--- src/hdl/grk4_pkg.sv ---
`timescale 1ns / 1ps
// shared types, constants and the microcode decode of the rk4 generator stepper
// no dependencies

package grk4_pkg;

  localparam int NUM_GENERATORS = 16;
  localparam int NSTATE = 7;
  localparam int NCOEF = 12;
  localparam int SADDR_W = $clog2(NUM_GENERATORS * NSTATE);
  localparam int CADDR_W = $clog2(NUM_GENERATORS * NCOEF);
  localparam int SCR_DEPTH = 64;

  localparam logic [31:0] STEP_RESET = 32'd42949673;
  localparam logic signed [47:0] OMEGA_Q = 48'sd1619164524543;
  localparam logic signed [47:0] QMAX = 48'sh7FFF_FFFF_FFFF;
  localparam logic signed [47:0] QMIN = 48'sh8000_0000_0000;

  // last microcode step of the copy phase and of each rk stage, and first steps of its accumulate and advance parts
  localparam logic [5:0] UOP_LAST_INIT = 6'd6;
  localparam logic [5:0] UOP_LAST = 6'd51;
  localparam logic [5:0] UOP_ACC = 6'd24;
  localparam logic [5:0] UOP_ADV = 6'd38;

  // operand addresses: bit 6 selects a held register instead of scratch
  localparam logic [6:0] A_X = 7'd0;
  localparam logic [6:0] A_XS = 7'd8;
  localparam logic [6:0] A_C = 7'd16;
  localparam logic [6:0] A_SUM = 7'd32;
  localparam logic [6:0] A_K = 7'd40;
  localparam logic [6:0] A_T0 = 7'd48;
  localparam logic [6:0] A_T1 = 7'd49;
  localparam logic [6:0] A_ID = 7'd64;
  localparam logic [6:0] A_IQ = 7'd65;
  localparam logic [6:0] A_PM = 7'd66;
  localparam logic [6:0] A_PE = 7'd67;
  localparam logic [6:0] A_VE = 7'd68;
  localparam logic [6:0] A_H = 7'd69;
  localparam logic [6:0] A_DT = 7'd70;
  localparam logic [6:0] A_S = 7'd71;
  localparam logic [6:0] A_OM = 7'd72;

  typedef enum logic [1:0] {
    CMD_COEF = 2'd0,
    CMD_STATE = 2'd1,
    CMD_STEP = 2'd2,
    CMD_NONE = 2'd3
  } cmd_t;

  typedef enum logic [2:0] {
    OP_MOV,
    OP_ADD,
    OP_SUB,
    OP_NEG,
    OP_MUL
  } alu_op_t;

  typedef struct packed {
    alu_op_t op;
    logic [6:0] a;
    logic [6:0] b;
    logic [6:0] d;
  } uop_t;

  typedef enum logic [2:0] {
    S_IDLE,
    S_WAIT,
    S_PREP,
    S_ISSUE,
    S_EXEC,
    S_MUL
  } seq_state_t;

  typedef enum logic [1:0] {
    MUL_IDLE,
    MUL_RUN,
    MUL_RND,
    MUL_FIN
  } mul_state_t;

  typedef struct packed {
    logic start;
    logic signed [47:0] a;
    logic signed [47:0] b;
  } mul_req_t;

  function automatic uop_t mk(alu_op_t op, logic [6:0] a, logic [6:0] b, logic [6:0] d);
    uop_t u;
    u.op = op;
    u.a = a;
    u.b = b;
    u.d = d;
    return u;
  endfunction

  function automatic logic signed [47:0] sat49(logic signed [48:0] v);
    logic signed [47:0] r;
    if (v > 49'sh0_7FFF_FFFF_FFFF) r = QMAX;
    else if (v < -49'sh0_8000_0000_0000) r = QMIN;
    else r = v[47:0];
    return r;
  endfunction

  function automatic logic signed [47:0] alu_calc(alu_op_t op, logic signed [47:0] a,
                                                  logic signed [47:0] b);
    logic signed [48:0] ea;
    logic signed [48:0] eb;
    logic signed [48:0] s;
    ea = {a[47], a};
    eb = {b[47], b};
    case (op)
      OP_ADD: s = ea + eb;
      OP_SUB: s = ea - eb;
      OP_NEG: s = -ea;
      default: s = ea;
    endcase
    return sat49(s);
  endfunction

  // one microcode word per (phase, stage, step)
  function automatic uop_t decode_uop(logic init, logic [1:0] stage, logic [5:0] j);
    uop_t u;
    logic [5:0] r;
    logic [6:0] i;
    logic [6:0] m;
    r = (j >= UOP_ADV) ? j - UOP_ADV : j - UOP_ACC;
    i = {4'b0000, r[3:1]};
    case (stage)
      2'd2: m = A_DT;
      2'd3: m = A_S;
      default: m = A_H;
    endcase
    u = mk(OP_MOV, A_T0, A_T0, A_T0);
    if (init) begin
      u = mk(OP_MOV, A_X + {1'b0, j}, A_X, A_XS + {1'b0, j});
    end else if (j >= UOP_ADV) begin
      if (!r[0]) u = mk(OP_MUL, m, (stage == 2'd3) ? A_SUM + i : A_K + i, A_T0);
      else u = mk(OP_ADD, A_X + i, A_T0, (stage == 2'd3) ? A_X + i : A_XS + i);
    end else if (j >= UOP_ACC) begin
      if (!r[0]) begin
        if (stage == 2'd1 || stage == 2'd2) u = mk(OP_ADD, A_K + i, A_K + i, A_T0);
        else u = mk(OP_MOV, A_K + i, A_K + i, A_T0);
      end else begin
        if (stage == 2'd0) u = mk(OP_MOV, A_T0, A_T0, A_SUM + i);
        else u = mk(OP_ADD, A_SUM + i, A_T0, A_SUM + i);
      end
    end else begin
      case (j)
        6'd0: u = mk(OP_MUL, A_ID, A_C + 7'd4, A_T0);
        6'd1: u = mk(OP_SUB, A_XS + 7'd6, A_XS + 7'd0, A_T1);
        6'd2: u = mk(OP_ADD, A_T1, A_T0, A_T1);
        6'd3: u = mk(OP_MUL, A_T1, A_C + 7'd0, A_K + 7'd0);
        6'd4: u = mk(OP_MUL, A_IQ, A_C + 7'd5, A_T0);
        6'd5: u = mk(OP_ADD, A_XS + 7'd1, A_T0, A_T1);
        6'd6: u = mk(OP_NEG, A_T1, A_T1, A_T1);
        6'd7: u = mk(OP_MUL, A_T1, A_C + 7'd1, A_K + 7'd1);
        6'd8: u = mk(OP_MUL, A_ID, A_C + 7'd6, A_T0);
        6'd9: u = mk(OP_SUB, A_XS + 7'd0, A_XS + 7'd2, A_T1);
        6'd10: u = mk(OP_ADD, A_T1, A_T0, A_T1);
        6'd11: u = mk(OP_MUL, A_T1, A_C + 7'd2, A_K + 7'd2);
        6'd12: u = mk(OP_MUL, A_IQ, A_C + 7'd7, A_T0);
        6'd13: u = mk(OP_SUB, A_XS + 7'd1, A_XS + 7'd3, A_T1);
        6'd14: u = mk(OP_ADD, A_T1, A_T0, A_T1);
        6'd15: u = mk(OP_MUL, A_T1, A_C + 7'd3, A_K + 7'd3);
        6'd16: u = mk(OP_MUL, A_OM, A_XS + 7'd5, A_K + 7'd4);
        6'd17: u = mk(OP_SUB, A_PM, A_PE, A_T0);
        6'd18: u = mk(OP_MUL, A_T0, A_C + 7'd8, A_T0);
        6'd19: u = mk(OP_MUL, A_C + 7'd11, A_XS + 7'd5, A_T1);
        6'd20: u = mk(OP_SUB, A_T0, A_T1, A_K + 7'd5);
        6'd21: u = mk(OP_MUL, A_C + 7'd9, A_VE, A_T0);
        6'd22: u = mk(OP_SUB, A_T0, A_XS + 7'd6, A_T0);
        6'd23: u = mk(OP_MUL, A_T0, A_C + 7'd10, A_K + 7'd6);
        default: u = mk(OP_MOV, A_T0, A_T0, A_T0);
      endcase
    end
    return u;
  endfunction

endpackage

--- src/hdl/grk4_mul.sv ---
`timescale 1ns / 1ps
// bit-serial saturating q16.32 multiplier, one multiplier bit per cycle
// depends on grk4_pkg

module grk4_mul
  import grk4_pkg::*;
(
  input  logic               clk,
  input  logic               rst,
  input  mul_req_t           req,
  output logic               done,
  output logic signed [47:0] result
);

  mul_state_t st, st_next;
  logic [5:0] cnt;
  logic [47:0] mc;
  logic [47:0] acc_hi;
  logic [47:0] acc_lo;
  logic neg;
  logic [63:0] rnd;
  logic [48:0] sum;
  logic big;

  always_comb begin
    st_next = st;
    case (st)
      MUL_IDLE: if (req.start) st_next = MUL_RUN;
      MUL_RUN: if (cnt == 6'd47) st_next = MUL_RND;
      MUL_RND: st_next = MUL_FIN;
      MUL_FIN: st_next = MUL_IDLE;
      default: st_next = MUL_IDLE;
    endcase
  end

  always_comb begin
    sum = {1'b0, acc_hi} + (acc_lo[0] ? {1'b0, mc} : 49'd0);
    big = |rnd[63:47];
  end

  always_ff @(posedge clk) begin
    if (rst) begin
      st <= MUL_IDLE;
      done <= 1'b0;
      cnt <= '0;
    end else begin
      st <= st_next;
      done <= (st == MUL_FIN);
      cnt <= (st == MUL_RUN) ? cnt + 6'd1 : 6'd0;
    end
  end

  always_ff @(posedge clk) begin
    case (st)
      MUL_IDLE: begin
        mc <= req.a[47] ? 48'(-req.a) : req.a;
        acc_lo <= req.b[47] ? 48'(-req.b) : req.b;
        acc_hi <= '0;
        neg <= req.a[47] ^ req.b[47];
      end
      MUL_RUN: begin
        acc_hi <= sum[48:1];
        acc_lo <= {sum[0], acc_lo[47:1]};
      end
      MUL_RND: rnd <= {acc_hi, acc_lo[47:32]} + {63'd0, acc_lo[31]};
      MUL_FIN: begin
        if (neg) result <= big ? QMIN : -$signed(rnd[47:0]);
        else result <= big ? QMAX : $signed(rnd[47:0]);
      end
      default: ;
    endcase
  end

endmodule

--- config.mk ---
export PLATFORM = sky130hd
export DESIGN_NAME = grk4_mul
export DESIGN_NICKNAME = d
export VERILOG_FILES = /design/src/hdl/grk4_pkg.sv /design/src/hdl/grk4_mul.sv
export SDC_FILE = /design/constraint.sdc
export NUM_CORES = 1
export LEC_CHECK = 0
export BUFFER_PORTS_ARGS = -buffer_cell sky130_fd_sc_hd__buf_2
export CELL_PAD_IN_SITES_DETAIL_PLACEMENT = 1
export CELL_PAD_IN_SITES_GLOBAL_PLACEMENT = 2
export CORE_ASPECT_RATIO = 1.75
export CORE_MARGIN = 2
export CORE_UTILIZATION = 42
export DETAILED_ROUTE_END_ITERATION = 7
export GPL_ROUTABILITY_DRIVEN = 0
export HOLD_SLACK_MARGIN = 0.05
export PLACE_DENSITY_LB_ADDON = 0.1
export SYNTH_ARGS = -nofsm -noshare
export SYNTH_HDL_FRONTEND = slang
export SYNTH_SLANG_ARGS = --single-unit
export TNS_END_PERCENT = 1
--- constraint.sdc ---
create_clock -name clk -period 6.7 [get_ports clk]
set_clock_uncertainty 0.2 [all_clocks]
set_input_delay 0.67 -clock clk [delete_from_list [all_inputs] [get_ports clk]]
set_output_delay 0.67 -clock clk [all_outputs]
set_load 0.01 [all_outputs]
* Yosys cells after proc, flatten, opt, wreduce, memory -nomap -nowiden
Index checks and enable logic that the tools add are counted.
** Operators by class
- Bitwise gates (word level) :: 2
- Shift-type cells :: 0
- Divide/modulo/power cells :: 0
- Muxes and demuxes :: 11
- Magnitude comparators :: 0
- $mul :: 0
- Reductions and logical operators :: 5
- $add $sub $neg :: 6
- Eq/ne operators :: 6
** Operators by type and width (count)
- $mux W48 :: 5
- $pmux W48 S2 :: 2
- $neg A48 Y48 :: 3
- $add A64 B1 Y64 :: 1
- $add A48 B48 Y49 :: 1
- $mux W47 :: 1
- $reduce_or A17 Y1 :: 1
- $pmux W2 S4 :: 1
- $add A6 B1 Y6 const B :: 1
- $eq A6 B6 Y1 const B :: 1
- $eq A2 B2 Y1 const B :: 2
- $mux W2 :: 2
- $ne A2 B2 Y1 const B :: 2
- $eq A2 B1 Y1 const B :: 1
- $logic_not A2 Y1 :: 1
- $reduce_and A2 Y1 :: 1
- $reduce_bool A2 Y1 :: 1
- $reduce_or A2 Y1 :: 1
- $not A1 Y1 :: 1
- $xor A1 B1 Y1 :: 1
** Word-level totals
- Memories :: 0
- Register bits after elaboration :: 266
- Logic and storage cells :: 40
- Output and inout bits :: 49
- RAM bits :: 0
- Bits in latches :: 0
- Input bits :: 99
- Memory bits (read-only) :: 0

* Depth between registers and ports, before layout
- Word-level depth :: 3
- Mapped depth :: 13
- Mapped depth without buffers :: 11

* Worst setup path after synthesis
Ideal clock, no wire load.
- Kind :: reg-to-reg
- Start :: reg st[0]
- End :: reg acc_hi[0] (enable)
- Buffers on the path :: 0
- Required time :: 6042 ps
- Arrival :: 3895 ps
- Period minus slack after synthesis :: 4553 ps
- Cell stages (with the launch flop) :: 5
- Setup slack :: 2147 ps
- Setup time :: 458 ps
- Cells stage by stage :: dfxtp_1 > inv_1 > ha_1 > inv_1 > nand2_1
** Between the ends
- Word-level cells in the longest chain between the ends :: 2
- Elaborated cells on any way between the ends :: 3
- Classes of those cells :: eq/ne (1); reduce/logical (2)
** RTL lines
- start: declaration :: RTL line grk4_mul.sv:15 : mul_state_t st, st_next;
- start signal: assignment :: RTL line grk4_mul.sv:47 : st <= st_next;
- $eq A2 B1 Y1 or $logic_not A2 Y1 (tied branches) :: RTL line grk4_mul.sv:54 : case (st)
- $reduce_bool A2 Y1 (no source line) (*)
- end signal: assignment :: RTL line grk4_mul.sv:62 : acc_hi <= sum[48:1];
- end: declaration :: RTL line grk4_mul.sv:18 : logic [47:0] acc_hi;
Mark *: on every way between the ends. The rest lies on a longest branch, timed or not.
A chain may end at the register's enable or synchronous reset.

* Worst setup path after layout
- Start :: reg acc_lo[0]
- End :: reg acc_hi[47] (data pin)
** Between the ends
- Word-level cells in the longest chain between the ends :: 3
** RTL lines
- start: declaration :: RTL line grk4_mul.sv:19 : logic [47:0] acc_lo;
- start signal: assignment :: RTL line grk4_mul.sv:57 : acc_lo <= req.b[47] ? 48'(-req.b) : req.b;
- start signal: assignment :: RTL line grk4_mul.sv:63 : acc_lo <= {sum[0], acc_lo[47:1]};
- $mux W48 :: RTL line grk4_mul.sv:37 : sum = {1'b0, acc_hi} + (acc_lo[0] ? {1'b0, mc} : 49'd0);
- $add A48 B48 Y49 :: RTL line grk4_mul.sv:37
- $pmux W48 S2 :: RTL line grk4_mul.sv:54
No other way between the ends.

==> results.sh <==
export IMPL_vias_per_cell=5.65
export IMPL_drc=0
export IMPL_num_rows=96
export IMPL_crit_type="reg -> reg"
export IMPL_setup_ws_ps=2180
export IMPL_clock_latency_ps=570
export IMPL_area_growth_pct=12.6
export IMPL_initial_core_util_pct=42.5
export IMPL_cap_violations=0
export IMPL_synthMuxAreaShare_pct=1.10
export IMPL_seq_area_um2=7900
export IMPL_critPathRequiredTime_ps=6790
export IMPL_hold_ws_ps=110
export IMPL_synthCells=1681
export IMPL_first_global_vias=13800
export IMPL_antenna_found_initial=5
export IMPL_timing_final_crit_period_ps=4520
export IMPL_ys_seq_area_share_pct=47.5
export IMPL_cts_hold_buf=0
export IMPL_power_uw=7820
export IMPL_wl_per_cell_um=19.6
export IMPL_synthAdderAreaFrac_pct=4.48
export IMPL_post_route_period_util_pct=67.5
export IMPL_drive_gt1_share_pct=12.8
export IMPL_hold_viol_final=0
export IMPL_drt_wl_total_um=45200
export IMPL_relSlewSlack_pct=22.6
export IMPL_start_kind="register"
export IMPL_irDropWorstVdd_mv=0.268
export IMPL_syn_area_um2=16600
export IMPL_synth_top_family_by_area="simple AND/OR/NAND/NOR gates"
export IMPL_synth_simple_area_share_pct=19.2
export IMPL_p_leak_uw=0.00684
export IMPL_ctsResizeCount=0
export IMPL_synth_nets=1839
export IMPL_clkPwrFrac_pct=19.7
export IMPL_p_switching_uw=3090
export IMPL_synth_flop_cell="edfxtp_1"
export IMPL_track_usage_pct=21.9
export IMPL_drt_antenna_violating_nets=0
export IMPL_num_vias=13100
export IMPL_worst_pin_slew_ps=1150
export IMPL_status="complete, no violations"
export IMPL_design_core_area_um2=39200
export IMPL_yosys_register_bits=266
export IMPL_die_y_um=267
export IMPL_drt_pre_antenna_iters=4
export IMPL_dpl_hpwl_um=35300
export IMPL_grt_max_degree=101
export IMPL_holdCritStartpoint="rst"
export IMPL_rsz0062_at_grt="no"
export IMPL_synth_xor_area_share_pct=10.4
export IMPL_ys_types=65
export IMPL_fmax_ghz=0.221
export IMPL_cts_tree="built"
export IMPL_nNetsFinal=1954
export IMPL_io_buffers=147
export IMPL_min_path_type="in -> reg"
export IMPL_htree_num_levels=1
export IMPL_multi_input_area_um2=8350
export IMPL_rr_startpoint="acc_lo[0]"
export IMPL_maxSlewViolCount=0
export IMPL_synth_compound_area_share_pct=14.8
export IMPL_async_flop_share_pct=0
export IMPL_numCtsBuffers=26
export IMPL_worstPathArrival_ps=4610
export IMPL_endpoint_kind="register"
export IMPL_grt_overflow_total=0
export IMPL_die_width_um=154
export IMPL_fill_cells=4487
export IMPL_root_buffer="clkbuf_16"
export IMPL_p_int_uw=4730
export IMPL_ioPinCount=148
export IMPL_dp_cells=2258
export IMPL_clock_sinks=266
export IMPL_p_seq_share_pct=41.2
export IMPL_power_density_nw_per_um2=417
export IMPL_cts_clk_slew_worst_paths_ps=60
export IMPL_cp_max_fo=48
export IMPL_post_cts_buffers=0
export IMPL_instances_no_fill=2311
export IMPL_p_comb_share_pct=39.1
export IMPL_synth_edf_count=257
export IMPL_cp_startpoint="acc_lo[0]"
export IMPL_grt_pass1_wl_um=72200
export IMPL_yosys_warnings=0
export IMPL_clock_path_buffers=3
export IMPL_totalNegativeSetupSlack_ps=0
export IMPL_drtIter0Drc=530
export IMPL_avgSynthCellArea_um2=9.89
export IMPL_dp_slack_ps=2130
export IMPL_die_area_um2=41300
export IMPL_switching_share_pct=39.5
export IMPL_setup_viol=0
## power groups by stage
stage	Sequential (uW)	Clock, uW	Combinational, uW
floorplan	3110	0	2260
global placement	3230	0	3000
detailed placement	3260	0	3070
CTS	3230	1580	3090
global route	3310	1640	3410
finish	3220	1540	3050
## cell type report
class / instances / area share (%)
clock buffer: 30 / 3.55
inverter: 41 / 0.822
timing repair buffer: 158 / 4.37
clock inverter: 18 / 1.16
antenna: 5 / 0.0668
sequential: 266 / 42.2
multi-input combinational: 1303 / 44.6
tap: 490 / 3.27
## sequential cells by signal (all words and copies together), names as in the netlist
name / flops
done: 1
acc_hi: 48
result: 48
st: 2
neg: 1
cnt: 6
rnd: 64
acc_lo: 48
mc: 48
## cells in the mapped netlist, types with 23 or more instances
cell type  number  area, um2
xnor2_1       124       1090
xor2_1         74        648
nand4_1        37        231
and2_1         54        338
o21ai_0       117        586
a21oi_1       110        551
inv_1          41        154
ha_1           58        726
clkbuf_1       63        236
nor2_1        139        522
edfxtp_1      257       7720
a21o_1         27        203
o31ai_1        32        240
nor3_1         23        115
nand2_1       172        646
nand3_1        41        205
## worst max-delay path, cell delays in order (launching register included)
cell,delay (ps)
edfxtp_1,820
and2_1,340
ha_1,230
fa_1,420
a21o_1,210
and4_1,210
or2_2,350
a31o_2,280
a21oi_1,430
o21ai_0,370
a21boi_0,290
o41ai_1,100
## cells in the final DEF (no fill, tap or decap), types with 7 or more instances in the layout
cell type / synthesis / final
xnor2_1: 124 / 124
o21ai_0: 117 / 117
edfxtp_1: 257 / 257
nor4_1: 18 / 16
o22ai_1: 13 / 13
clkbuf_16: 0 / 26
or3_1: 20 / 20
a31oi_1: 17 / 17
or2_2: 7 / 7
nor2b_1: 18 / 18
nor2_1: 139 / 139
and3_1: 22 / 22
nor3_1: 23 / 23
or4_1: 20 / 19
nand2b_1: 21 / 21
nand3_1: 41 / 41
o21ai_1: 9 / 9
and2_1: 54 / 54
buf_4: 0 / 11
o31ai_1: 32 / 32
o41ai_1: 18 / 18
ha_1: 58 / 54
a21oi_1: 110 / 110
inv_1: 41 / 41
o21a_1: 10 / 10
nor3b_1: 10 / 10
a21o_1: 27 / 27
dfxtp_1: 9 / 9
o21bai_1: 14 / 14
mux2i_1: 16 / 16
buf_2: 1 / 147
xor2_1: 74 / 74
nand4_1: 37 / 37
nand2_1: 172 / 171
## cell families (layout without fill, tap and decap cells)
kind of cell    Yosys count  count (layout)
xor+xnor                198             198
flops                   266             266
buf+inv                 112             247
other cells               0               5
mux                      18              18
fa+ha+maj                59              59
simple gates            627             627
compound gates          401             401
## metrics by stage
step / util [%] / area [um2]
2_1_floorplan: - / 16600
3_3_place_gp: 45.6 / 17800
3_5_place_dp: 45.6 / 17800
4_1_cts: 47.8 / 18700
5_1_grt: 47.8 / 18700
6_report: 47.8 / 18700
## layer usage
layer / share of wire [%] / GRT usage (%) / wire length [um]
met1: 38 / 23.3 / 17200
met2: 56 / 43.7 / 25100
met3: 2.5 / 2.01 / 1120
met4: 3.8 / 8.53 / 1700
met5: 0 / 0 / 0
## path summary, 6_finish.rpt
kind / cells past startpoint / endpoint / slack, ps
setup / recovery: 11 / acc_hi[47] / 2180
hold / removal: 2 / st[1] / 110
setup reg to reg: 11 / acc_hi[47] / 2180
hold reg to reg: 1 / cnt[0] / 260
No activity file was read; power rests on OpenSTA's default activity.
