**config.mk**
```make
export PLATFORM = sky130hd
export DESIGN_NAME = grk4_div6
export DESIGN_NICKNAME = d
export VERILOG_FILES = /design/src/hdl/grk4_pkg.sv /design/src/hdl/grk4_div6.sv
export SDC_FILE = /design/constraint.sdc
export NUM_CORES = 1
export LEC_CHECK = 0
export ABC_AREA = 1
export ABC_CLOCK_PERIOD_IN_PS = 2200
export BUFFER_PORTS_ARGS = -buffer_cell sky130_fd_sc_hd__buf_4
export CORE_ASPECT_RATIO = 0.9
export CORE_MARGIN = 8
export CORE_UTILIZATION = 40
export DETAILED_ROUTE_END_ITERATION = 8
export PLACE_DENSITY_LB_ADDON = 0.05
export REMOVE_ABC_BUFFERS = 1
export SYNTH_ARGS = -nofsm -noshare
export SYNTH_HDL_FRONTEND = slang
export SYNTH_SLANG_ARGS = --single-unit
export TNS_END_PERCENT = 100
```
**constraint.sdc**
```tcl
create_clock -name clk -period 2.2 [get_ports clk]
set_clock_uncertainty 0.2 [all_clocks]
set_input_delay 0.22 -clock clk [delete_from_list [all_inputs] [get_ports clk]]
set_output_delay 0.22 -clock clk [all_outputs]
set_load 0.05 [all_outputs]
```
**src/hdl/grk4_pkg.sv**
```systemverilog
`timescale 1ns / 1ps
// shared types, constants and the microcode decode of the rk4 generator stepper
// no dependencies

package grk4_pkg;

  localparam int NUM_GENERATORS = 16;
  localparam int NSTATE = 7;
  localparam int NCOEF = 12;
  localparam int SADDR_W = $clog2(NUM_GENERATORS * NSTATE);
  localparam int CADDR_W = $clog2(NUM_GENERATORS * NCOEF);
  localparam int SCR_DEPTH = 64;

  localparam logic [31:0] STEP_RESET = 32'd42949673;
  localparam logic signed [47:0] OMEGA_Q = 48'sd1619164524543;
  localparam logic signed [47:0] QMAX = 48'sh7FFF_FFFF_FFFF;
  localparam logic signed [47:0] QMIN = 48'sh8000_0000_0000;

  // last microcode step of the copy phase and of each rk stage, and first steps of its accumulate and advance parts
  localparam logic [5:0] UOP_LAST_INIT = 6'd6;
  localparam logic [5:0] UOP_LAST = 6'd51;
  localparam logic [5:0] UOP_ACC = 6'd24;
  localparam logic [5:0] UOP_ADV = 6'd38;

  // operand addresses: bit 6 selects a held register instead of scratch
  localparam logic [6:0] A_X = 7'd0;
  localparam logic [6:0] A_XS = 7'd8;
  localparam logic [6:0] A_C = 7'd16;
  localparam logic [6:0] A_SUM = 7'd32;
  localparam logic [6:0] A_K = 7'd40;
  localparam logic [6:0] A_T0 = 7'd48;
  localparam logic [6:0] A_T1 = 7'd49;
  localparam logic [6:0] A_ID = 7'd64;
  localparam logic [6:0] A_IQ = 7'd65;
  localparam logic [6:0] A_PM = 7'd66;
  localparam logic [6:0] A_PE = 7'd67;
  localparam logic [6:0] A_VE = 7'd68;
  localparam logic [6:0] A_H = 7'd69;
  localparam logic [6:0] A_DT = 7'd70;
  localparam logic [6:0] A_S = 7'd71;
  localparam logic [6:0] A_OM = 7'd72;

  typedef enum logic [1:0] {
    CMD_COEF = 2'd0,
    CMD_STATE = 2'd1,
    CMD_STEP = 2'd2,
    CMD_NONE = 2'd3
  } cmd_t;

  typedef enum logic [2:0] {
    OP_MOV,
    OP_ADD,
    OP_SUB,
    OP_NEG,
    OP_MUL
  } alu_op_t;

  typedef struct packed {
    alu_op_t op;
    logic [6:0] a;
    logic [6:0] b;
    logic [6:0] d;
  } uop_t;

  typedef enum logic [2:0] {
    S_IDLE,
    S_WAIT,
    S_PREP,
    S_ISSUE,
    S_EXEC,
    S_MUL
  } seq_state_t;

  typedef enum logic [1:0] {
    MUL_IDLE,
    MUL_RUN,
    MUL_RND,
    MUL_FIN
  } mul_state_t;

  typedef struct packed {
    logic start;
    logic signed [47:0] a;
    logic signed [47:0] b;
  } mul_req_t;

  function automatic uop_t mk(alu_op_t op, logic [6:0] a, logic [6:0] b, logic [6:0] d);
    uop_t u;
    u.op = op;
    u.a = a;
    u.b = b;
    u.d = d;
    return u;
  endfunction

  function automatic logic signed [47:0] sat49(logic signed [48:0] v);
    logic signed [47:0] r;
    if (v > 49'sh0_7FFF_FFFF_FFFF) r = QMAX;
    else if (v < -49'sh0_8000_0000_0000) r = QMIN;
    else r = v[47:0];
    return r;
  endfunction

  function automatic logic signed [47:0] alu_calc(alu_op_t op, logic signed [47:0] a,
                                                  logic signed [47:0] b);
    logic signed [48:0] ea;
    logic signed [48:0] eb;
    logic signed [48:0] s;
    ea = {a[47], a};
    eb = {b[47], b};
    case (op)
      OP_ADD: s = ea + eb;
      OP_SUB: s = ea - eb;
      OP_NEG: s = -ea;
      default: s = ea;
    endcase
    return sat49(s);
  endfunction

  // one microcode word per (phase, stage, step)
  function automatic uop_t decode_uop(logic init, logic [1:0] stage, logic [5:0] j);
    uop_t u;
    logic [5:0] r;
    logic [6:0] i;
    logic [6:0] m;
    r = (j >= UOP_ADV) ? j - UOP_ADV : j - UOP_ACC;
    i = {4'b0000, r[3:1]};
    case (stage)
      2'd2: m = A_DT;
      2'd3: m = A_S;
      default: m = A_H;
    endcase
    u = mk(OP_MOV, A_T0, A_T0, A_T0);
    if (init) begin
      u = mk(OP_MOV, A_X + {1'b0, j}, A_X, A_XS + {1'b0, j});
    end else if (j >= UOP_ADV) begin
      if (!r[0]) u = mk(OP_MUL, m, (stage == 2'd3) ? A_SUM + i : A_K + i, A_T0);
      else u = mk(OP_ADD, A_X + i, A_T0, (stage == 2'd3) ? A_X + i : A_XS + i);
    end else if (j >= UOP_ACC) begin
      if (!r[0]) begin
        if (stage == 2'd1 || stage == 2'd2) u = mk(OP_ADD, A_K + i, A_K + i, A_T0);
        else u = mk(OP_MOV, A_K + i, A_K + i, A_T0);
      end else begin
        if (stage == 2'd0) u = mk(OP_MOV, A_T0, A_T0, A_SUM + i);
        else u = mk(OP_ADD, A_SUM + i, A_T0, A_SUM + i);
      end
    end else begin
      case (j)
        6'd0: u = mk(OP_MUL, A_ID, A_C + 7'd4, A_T0);
        6'd1: u = mk(OP_SUB, A_XS + 7'd6, A_XS + 7'd0, A_T1);
        6'd2: u = mk(OP_ADD, A_T1, A_T0, A_T1);
        6'd3: u = mk(OP_MUL, A_T1, A_C + 7'd0, A_K + 7'd0);
        6'd4: u = mk(OP_MUL, A_IQ, A_C + 7'd5, A_T0);
        6'd5: u = mk(OP_ADD, A_XS + 7'd1, A_T0, A_T1);
        6'd6: u = mk(OP_NEG, A_T1, A_T1, A_T1);
        6'd7: u = mk(OP_MUL, A_T1, A_C + 7'd1, A_K + 7'd1);
        6'd8: u = mk(OP_MUL, A_ID, A_C + 7'd6, A_T0);
        6'd9: u = mk(OP_SUB, A_XS + 7'd0, A_XS + 7'd2, A_T1);
        6'd10: u = mk(OP_ADD, A_T1, A_T0, A_T1);
        6'd11: u = mk(OP_MUL, A_T1, A_C + 7'd2, A_K + 7'd2);
        6'd12: u = mk(OP_MUL, A_IQ, A_C + 7'd7, A_T0);
        6'd13: u = mk(OP_SUB, A_XS + 7'd1, A_XS + 7'd3, A_T1);
        6'd14: u = mk(OP_ADD, A_T1, A_T0, A_T1);
        6'd15: u = mk(OP_MUL, A_T1, A_C + 7'd3, A_K + 7'd3);
        6'd16: u = mk(OP_MUL, A_OM, A_XS + 7'd5, A_K + 7'd4);
        6'd17: u = mk(OP_SUB, A_PM, A_PE, A_T0);
        6'd18: u = mk(OP_MUL, A_T0, A_C + 7'd8, A_T0);
        6'd19: u = mk(OP_MUL, A_C + 7'd11, A_XS + 7'd5, A_T1);
        6'd20: u = mk(OP_SUB, A_T0, A_T1, A_K + 7'd5);
        6'd21: u = mk(OP_MUL, A_C + 7'd9, A_VE, A_T0);
        6'd22: u = mk(OP_SUB, A_T0, A_XS + 7'd6, A_T0);
        6'd23: u = mk(OP_MUL, A_T0, A_C + 7'd10, A_K + 7'd6);
        default: u = mk(OP_MOV, A_T0, A_T0, A_T0);
      endcase
    end
    return u;
  endfunction

endpackage

```
**src/hdl/grk4_div6.sv**
```systemverilog
`timescale 1ns / 1ps
// restoring divide by six, one dividend bit per cycle, gives the rk weight step
// depends on grk4_pkg

module grk4_div6
  import grk4_pkg::*;
(
  input  logic        clk,
  input  logic        rst,
  input  logic        start,
  input  logic [32:0] dividend,
  output logic        busy,
  output logic [32:0] quotient
);

  logic [32:0] dvd;
  logic [2:0] rem;
  logic [5:0] cnt;
  logic [3:0] t;
  logic ge;

  always_comb begin
    t = {rem, dvd[32]};
    ge = (t >= 4'd6);
  end

  always_ff @(posedge clk) begin
    if (rst) begin
      busy <= 1'b0;
      cnt <= '0;
    end else if (start) begin
      busy <= 1'b1;
      cnt <= '0;
    end else if (busy) begin
      cnt <= cnt + 6'd1;
      if (cnt == 6'd32) busy <= 1'b0;
    end
  end

  always_ff @(posedge clk) begin
    if (start) begin
      dvd <= dividend;
      rem <= '0;
    end else if (busy) begin
      dvd <= {dvd[31:0], 1'b0};
      rem <= ge ? 3'(t - 4'd6) : t[2:0];
      quotient <= {quotient[31:0], ge};
    end
  end

endmodule

```
======== Yosys cells after proc, flatten, opt, wreduce, memory -nomap -nowiden ========
Index checks and enable logic that the tools add are counted.
cells by class
  multiplexer cells ....................... 6
  reduce and logical (&&, ||, !) cells .... 3
  bitwise gates (word level) .............. 1
  add/subtract/negate cells ............... 2
  equal/unequal tests ..................... 1
  order comparisons ....................... 1
operators with widths
  kind                   number
  $mux W33               2
  $add A6 B1 Y6 const B  1
  $eq A6 B6 Y1 const B   1
  $ge A4 B3 Y1 const B   1
  $mux W1                3
  $mux W3                1
  $sub A3 B3 Y3 const B  1
  $reduce_and A2 Y1      1
  $reduce_bool A2 Y1     1
  $reduce_or A2 Y1       1
  $not A1 Y1             1
storage, ports and cells
  output and inout bits ................... 34
  register bits after elaboration ......... 76
  logic and storage cells ................. 19

======== Depth between registers and ports, before layout ========
Gate-level depths: netlist of the first run.
  word-level depth ........................ 4
  gate-level depth with buffers ........... 5
  gate-level depth less buffers ........... 5

======== Least setup slack after synthesis of the first run ========
No wires, ideal clock.
  kind .................................... reg-to-reg
  start ................................... reg busy
  end ..................................... reg quotient[0] (enable)
  buffers on the path ..................... 0
  arrival ................................. 1.438 ns
  path slack .............................. 0.181 ns
  cell stages (with the launch flop) ...... 3
  library setup time ...................... 0.381 ns
  period minus slack after synthesis ...... 2.019 ns
  path through ............................ dfxtp_1 inv_2 nor2_4
between the ends
  word-level cells in the longest chain between the ends .. 1
RTL lines
  what                         line             source
  start: declaration           grk4_div6.sv:12  output logic busy,
  start signal: assignment     grk4_div6.sv:29  busy <= 1'b0;
  start signal: assignment     grk4_div6.sv:32  busy <= 1'b1;
  start signal: assignment     grk4_div6.sv:36  if (cnt == 6'd32) busy <= 1'b0;
  $reduce_and A2 Y1 (no line)  --
  end signal: assignment       grk4_div6.sv:47  quotient <= {quotient[31:0], ge};
  end: declaration             grk4_div6.sv:13  output logic [32:0] quotient
No other way between the ends.
A chain may end at the register's enable or synchronous reset.

======== Worst setup path in the final report of the first run ========
  start ................................... reg busy
  end ..................................... reg quotient[28] (enable)
The elaborated chain is that of the path after synthesis.

==> results.tsv, run 1 <==
stage	metric	value	unit
outcome	outcome	completed	
critical_path	critical path required time	1.99	ns
global_routing	first-pass GRT wire length	9690	um
yosys	synth warn	0	
finish	Design Area, Final	4110	um2
power	switching pwr	0.753	mW
critical_path	Crit. End Element	register	
global_routing	met3 GRT Util	0.0550	
place	pre-CTS setup slack	0.628	ns
yosys	post-synth top area share	0.680	
yosys	area leader, netlist	edfxtp_1	
detailed_routing	Via density	4.34	
global_routing	gr busiest metal	met2	
yosys	Mapped Cells	237	
clock_network	H-tree Lvls	3	
sta	max-slew violation count	0	
power	Pint	2.58	mW
clock_network	Setup Buffers After CTS	0	
detailed_routing	drc violations	0	
power	Max VDD drop	0.464	mV
sta	Finish-stage setup viols	0	
global_routing	vias in the first global route	1974	
floorplan	die span in x	106	um
detailed_routing	post-route ant nets	0	
yosys	synth cell count leaders	nand2_1 (111), edfxtp_1 (66), dfxtp_1 (10), inv_1 (10), nor2_1 (8)	
sta	minimum clock period after layout	1.57	ns
place	HPWL after DPL	3750	um
finish	register area	2180	um2
floorplan	total die area	10300	um2
finish	Layout area overhead	41.0	%
finish	nets	386	
global_routing	initial antenna violation count	0	
global_routing	grt ovf	0	
sta	Setup TNS	0	ns
global_routing	grt met2 use	0.183	
clock_network	clock tree buffer depth	2	
floorplan	I/O Pins	70	
critical_path	Critical Path Start Type	register	
finish	share of cells above drive strength 1	0.278	
sta	Max Freq	635	MHz
detailed_routing	iteration count of the initial detailed-routing pass	4	
power	Combinational Power Share	0.103	
yosys	Mapped Avg Cell Area	12.3	um2
global_routing	Tot GR Track Use	0.119	
finish	Multi-input gate area	618	um2
sta	Fin. Hold Viols	0	
global_routing	largest net degree at the start of global routing	37	
detailed_routing	via count	1935	
critical_path	crit path DAT	1.37	ns
clock_network	Root Driver	clkbuf_8	
yosys	Cell Area, Synth	2920	um2
power	Clock Power Share	0.386	
power	cell leakage power	1.77	nW
finish	Final Util	0.581	
global_routing	met1 Use GR	0.147	
clock_network	CTS tree	built	
sta	RSZ-0062 raised after global routing	false	
yosys	most instantiated library cell after synthesis	nand2_1	
yosys	Async SR Flop Fraction	0	
sta	Slew @ Worst Pin	0.429	ns
floorplan	core area	7080	um2
power	part of the power in registers	0.511	
yosys	number of synthesized flops with an enable pin	66	
critical_path	Register-to-Register Path Depth	3	
run	max cap viols	0	
clock_network	Inserted Clock Buffers	9	
clock_network	worst-skew pair later-pin latency	0.34	ns
floorplan	starting density of the core	0.412	
place	Placed Area	3520	um2
yosys	synth top area cells	edfxtp_1 (68%), nand2_1 (14%), dfxtp_1 (6.9%), buf_6 (1.5%), inv_1 (1.3%)	
sta	final hold slack	0.139	ns
yosys	distinct cell type count after synthesis	21	
floorplan	FP Rows	29	
sta	worst setup margin	0.626	ns
finish	fill count	630	
critical_path	Max FO, Critical Path	36	
power	Cell Pwr Density	811	nW/um2
min_path	Hold Crit Depth	3	
critical_path	r2r setup slk	0.63	ns
clock_network	# clock sinks	76	
yosys	Yosys reg bits	76	
detailed_routing	WL per Instance	13.1	um
sta	Slew HR	0.714	
yosys	Seq/Total Area, Yosys	0.748	
power	switching part of the total	0.226	
min_path	worst hold path type	in -> reg	
floorplan	die height	97.0	um
place	gpl congestion	0.729	
sta	final period utilization	0.716	
detailed_routing	DRT iter0 DRCs	52	
detailed_routing	Routed WL	5860	um
critical_path	crit path kind	reg -> reg	
yosys	ys flop type	edfxtp_1	
finish	ant diodes	0	
clock_network	clock-pin slew on the worst setup and hold paths	0.09	ns
place	I/O Buffers	69	
## worst paths after layout
check	from	end
hold / removal	start	dvd[0]$_SDFFCE_PN0P_
setup reg to reg	busy$_SDFF_PP0_	quotient[28]$_DFFE_PP_
setup / recovery	busy$_SDFF_PP0_	quotient[28]$_DFFE_PP_
hold reg to reg	quotient[17]$_DFFE_PP_	quotient[18]$_DFFE_PP_
## metrics by stage
stage / power [mW] / std cells
6_report: 3.33 / 446
3_3_place_gp: 2.03 / 396
4_1_cts: 3.36 / 446
5_1_grt: 3.47 / 446
2_1_floorplan: 1.90 / 230
3_5_place_dp: 2.03 / 396
## state kept, by name (all words and copies together) (netlist names)
name      flops
dvd          33
quotient     33
cnt           6
rem           3
busy          1
## timing repair
| action | in CTS | in global routing |
|---|---|---|
| resized for setup | 0 | 0 |
| hold buffers | 34 | 0 |
| hold endpoints to repair | 40 | 0 |
## critical path, stage by stage (launching register included)
cell	delay, ns
dfxtp_1	0.43
inv_2	0.12
nor2_4	0.08
buf_4	0.39
## cell usage in the layout, fill, tap and decap left out, types with 2 or more instances in the layout
cell type,synthesis,layout
a21oi_1,4,4
buf_4,3,72
bufinv_16,0,3
clkbuf_8,0,9
dfxtp_1,10,10
dlygate4sd3_1,0,34
edfxtp_1,66,66
ha_1,2,2
inv_1,10,10
inv_6,0,2
nand2_1,111,111
nand2_2,2,2
nand3_1,4,4
nor2_1,8,8
nor2_4,2,2
o21ai_1,3,3
## layer usage
layer / up-vias / part of all wire
met1: 890 / 0.47
li1: 1004 / -
met5: - / 0
met2: 36 / 0.47
met3: 5 / 0.050
met4: 0 / 0.0089
## power groups by stage
stage | sequential [mW] | combinational (mW) | clock, mW
2_1_floorplan | 1.80 | 0.0934 | 0
3_3_place_gp | 1.74 | 0.294 | 0
3_5_place_dp | 1.74 | 0.298 | 0
4_1_cts | 1.71 | 0.346 | 1.31
5_1_grt | 1.72 | 0.374 | 1.38
6_report | 1.70 | 0.342 | 1.29
## logic make-up after synthesis
logic type	count (synthesis)	synth area share
flip-flops	76	0.748
buffers and inverters	19	0.0395
adder cells (fa/ha/maj)	2	0.00858
AND/OR/NAND/NOR	130	0.184
AO/OA/AOI/OAI	10	0.0197
## final cells by class
cell class,instances,area share
clock buffers,9,0.0301
clock inverters,7,0.0295
inverters,12,0.0116
multi-input cells,142,0.150
flip-flops and latches,76,0.531
well taps,93,0.0283
repair buffers,107,0.219
Note: power is estimated with default switching activity, not from simulation.
==> run 2: changes to the inputs <==
--- a/config.mk
+++ b/config.mk
@@ -6,7 +6,7 @@
 export NUM_CORES = 1
 export LEC_CHECK = 0
 export ABC_AREA = 1
-export ABC_CLOCK_PERIOD_IN_PS = 2200
+export ABC_CLOCK_PERIOD_IN_PS = 1310
 export BUFFER_PORTS_ARGS = -buffer_cell sky130_fd_sc_hd__buf_4
 export CORE_ASPECT_RATIO = 0.9
 export CORE_MARGIN = 8
==> constraint.sdc (replaced) <==
create_clock -name clk -period 1.31 [get_ports clk]
set_clock_uncertainty 0.2 [all_clocks]
set_input_delay 0.131 -clock clk [delete_from_list [all_inputs] [get_ports clk]]
set_output_delay 0.131 -clock clk [all_outputs]
set_load 0.05 [all_outputs]
==> results.tsv, run 2 (synthesis gave the netlist of run 1 again) <==
stage	metric	value	unit	change
detailed_routing	DRT iter0 DRCs	51		was 52
clock_network	CTS tree	built		unchanged
power	Max VDD drop	0.742	mV	was 0.464 mV
sta	Max Freq	769	MHz	
sta	minimum clock period after layout	1.30	ns	
global_routing	grt ovf	0		unchanged
critical_path	Buf/Inv on CP	1		was 2
detailed_routing	WL per Instance	13.0	um	was 13.1 um
critical_path	CP peak stage delay	0.45	ns	was 0.43 ns
finish	share of cells above drive strength 1	0.316		was 0.278
critical_path	CP top delay family	flip-flops		was buffers and inverters
critical_path	critical path required time	0.98	ns	was 1.99 ns
run	max cap viols	0		unchanged
detailed_routing	Via density	4.38		was 4.34
detailed_routing	max layer used	met4		unchanged
floorplan	core area	7080	um2	unchanged
global_routing	first-pass GRT wire length	9900	um	was 9690 um
critical_path	Crit. End Element	output pin		was register
finish	nets	409		was 386
finish	ant diodes	0		unchanged
critical_path	Worst R2R Start	busy$_SDFF_PP0_		unchanged
finish	Layout area overhead	49.7	%	was 41.0%
place	gpl congestion	0.713		was 0.729
critical_path	Crit-path slowest cell	edfxtp_1		was dfxtp_1
place	I/O Buffers	69		unchanged
critical_path	crit path DAT	0.97	ns	was 1.37 ns
detailed_routing	drc violations	0		unchanged
sta	Fin. Hold Viols	0		unchanged
place	Placed Area	3600	um2	was 3520 um2
global_routing	largest net degree at the start of global routing	31		was 37
clock_network	worst-skew pair later-pin latency	0.34	ns	about the same
finish	Design Area, Final	4360	um2	was 4110 um2
detailed_routing	via count	2052		was 1935
sta	final hold slack	0.0918	ns	was 0.139 ns
floorplan	starting density of the core	0.412		unchanged
finish	commonest non-fill, non-tap cell in the layout	nand2_1		unchanged
critical_path	Max FO, Critical Path	2		was 36
critical_path	Setup crit end	quotient[8]		was quotient[28]$_DFFE_PP_
critical_path	Register-to-Register Path Depth	3		unchanged
critical_path	Critical Path Start Type	register		unchanged
finish	largest registers	dvd: 33 flops, quotient: 33 flops, cnt: 6 flops		unchanged
detailed_routing	wire length on met1	2630	um	was 2740 um
min_path	worst hold path type	in -> reg		unchanged
floorplan	die span in x	106	um	unchanged
power	cell leakage power	1.89	nW	was 1.77 nW
clock_network	Inserted Clock Buffers	9		unchanged
critical_path	Worst Setup SP	quotient[8]$_DFFE_PP_		was busy$_SDFF_PP0_
sta	Slew HR	0.808		was 0.714
floorplan	FP Rows	29		unchanged
global_routing	vias in the first global route	2053		was 1974
clock_network	clock tree buffer depth	2		unchanged
sta	Slew @ Worst Pin	0.287	ns	was 0.429 ns
finish	final cell count without fillers	469		was 446
floorplan	die height	97.0	um	unchanged
sta	RSZ-0062 raised after global routing	true		was false
sta	final period utilization	0.993		
clock_network	Root Driver	clkbuf_8		unchanged
detailed_routing	DR WL met3	304	um	was 295 um
detailed_routing	met2 WL	3090	um	was 2760 um
global_routing	initial antenna violation count	0		unchanged
place	DP Cell Count	401		was 396
finish	Final Util	0.617		was 0.581
min_path	hold_sp	start		unchanged
place	HPWL after DPL	4030	um	was 3750 um
detailed_routing	iteration count of the initial detailed-routing pass	4		unchanged
critical_path	crit path kind	reg -> out		was reg -> reg
clock_network	H-tree Lvls	3		unchanged
floorplan	total die area	10300	um2	unchanged
floorplan	I/O Pins	70		unchanged
detailed_routing	post-route ant nets	0		unchanged
clock_network	clock-pin slew on the worst setup and hold paths	0.08	ns	was 0.09 ns
critical_path	reg2reg end	quotient[28]$_DFFE_PP_		unchanged
critical_path	r2r setup slk	0.06	ns	was 0.63 ns
sta	Finish-stage setup viols	0		unchanged
clock_network	# clock sinks	76		unchanged
outcome	outcome	completed		unchanged
detailed_routing	Routed WL	6090	um	was 5860 um
sta	max-slew violation count	0		unchanged
global_routing	Tot GR Track Use	0.122		was 0.119
power	Cell Pwr Density	1150	nW/um2	was 811 nW/um2
finish	most frequent cells in the layout	nand2_1 (111), edfxtp_1 (66), buf_4 (61)		was nand2_1 (111), buf_4 (72), edfxtp_1 (66)
critical_path	crit path cell chain	buf_6		was inv_2 > nor2_4 > buf_4
critical_path	Crit path depth	1		was 3
## run 2: cell type report
type,count,area (um2)
Multi-Input combinational cell,142,618
Timing Repair Buffer,130,1230
Inverter,12,47.5
Clock buffer,10,128
Fill cell,598,2710
Clock inverter,6,42.5
Tap cell,93,116
Sequential cell,76,2180
## run 2: worst min-delay path by stage
stage	end	slack (ns)	cells past startpoint
global route	quotient[0]$_DFFE_PP_	0.10	3
CTS	rem[0]$_SDFFE_PP0P_	0.09	5
floorplan	busy$_SDFF_PP0_	0.07	3
detailed placement	dvd[0]$_SDFFCE_PN0P_	0.20	3
finish	rem[0]$_SDFFE_PP0P_	0.09	5
global placement	dvd[0]$_SDFFCE_PN0P_	0.20	3
## run 2: through the flow
step / total power, mW / setup slack, ns / TNS [ns]
3_5_place_dp: 3.45 / 0.0472 / 0
4_1_cts: 5.07 / -0.00252 / -0.00252
3_3_place_gp: 3.44 / 0.0626 / 0
5_1_grt: 5.27 / -0.0442 / -0.135
2_1_floorplan: 3.18 / -0.709 / -46.07
6_report: 5.03 / 0.00943 / 0
## run 2: per-layer routing
layer  track usage  up-vias
met3        0.0524        6
met5             0        -
met2         0.190       40
li1              -     1053
met4        0.0357        0
met1         0.150      953
## run 2: where the power goes
part / switching, mW / internal (mW)
combinational: 0.345 / 0.312
clock: 0.826 / 0.687
sequential: 0.0560 / 2.81
total: 1.23 / 3.81
## run 2: what timing repair did
item,in CTS,in global routing
resized for setup,6,25
setup endpoints to repair,7,29
setup buffers,4,12
endpoints found under the hold margin,40,0
hold buffers,36,0
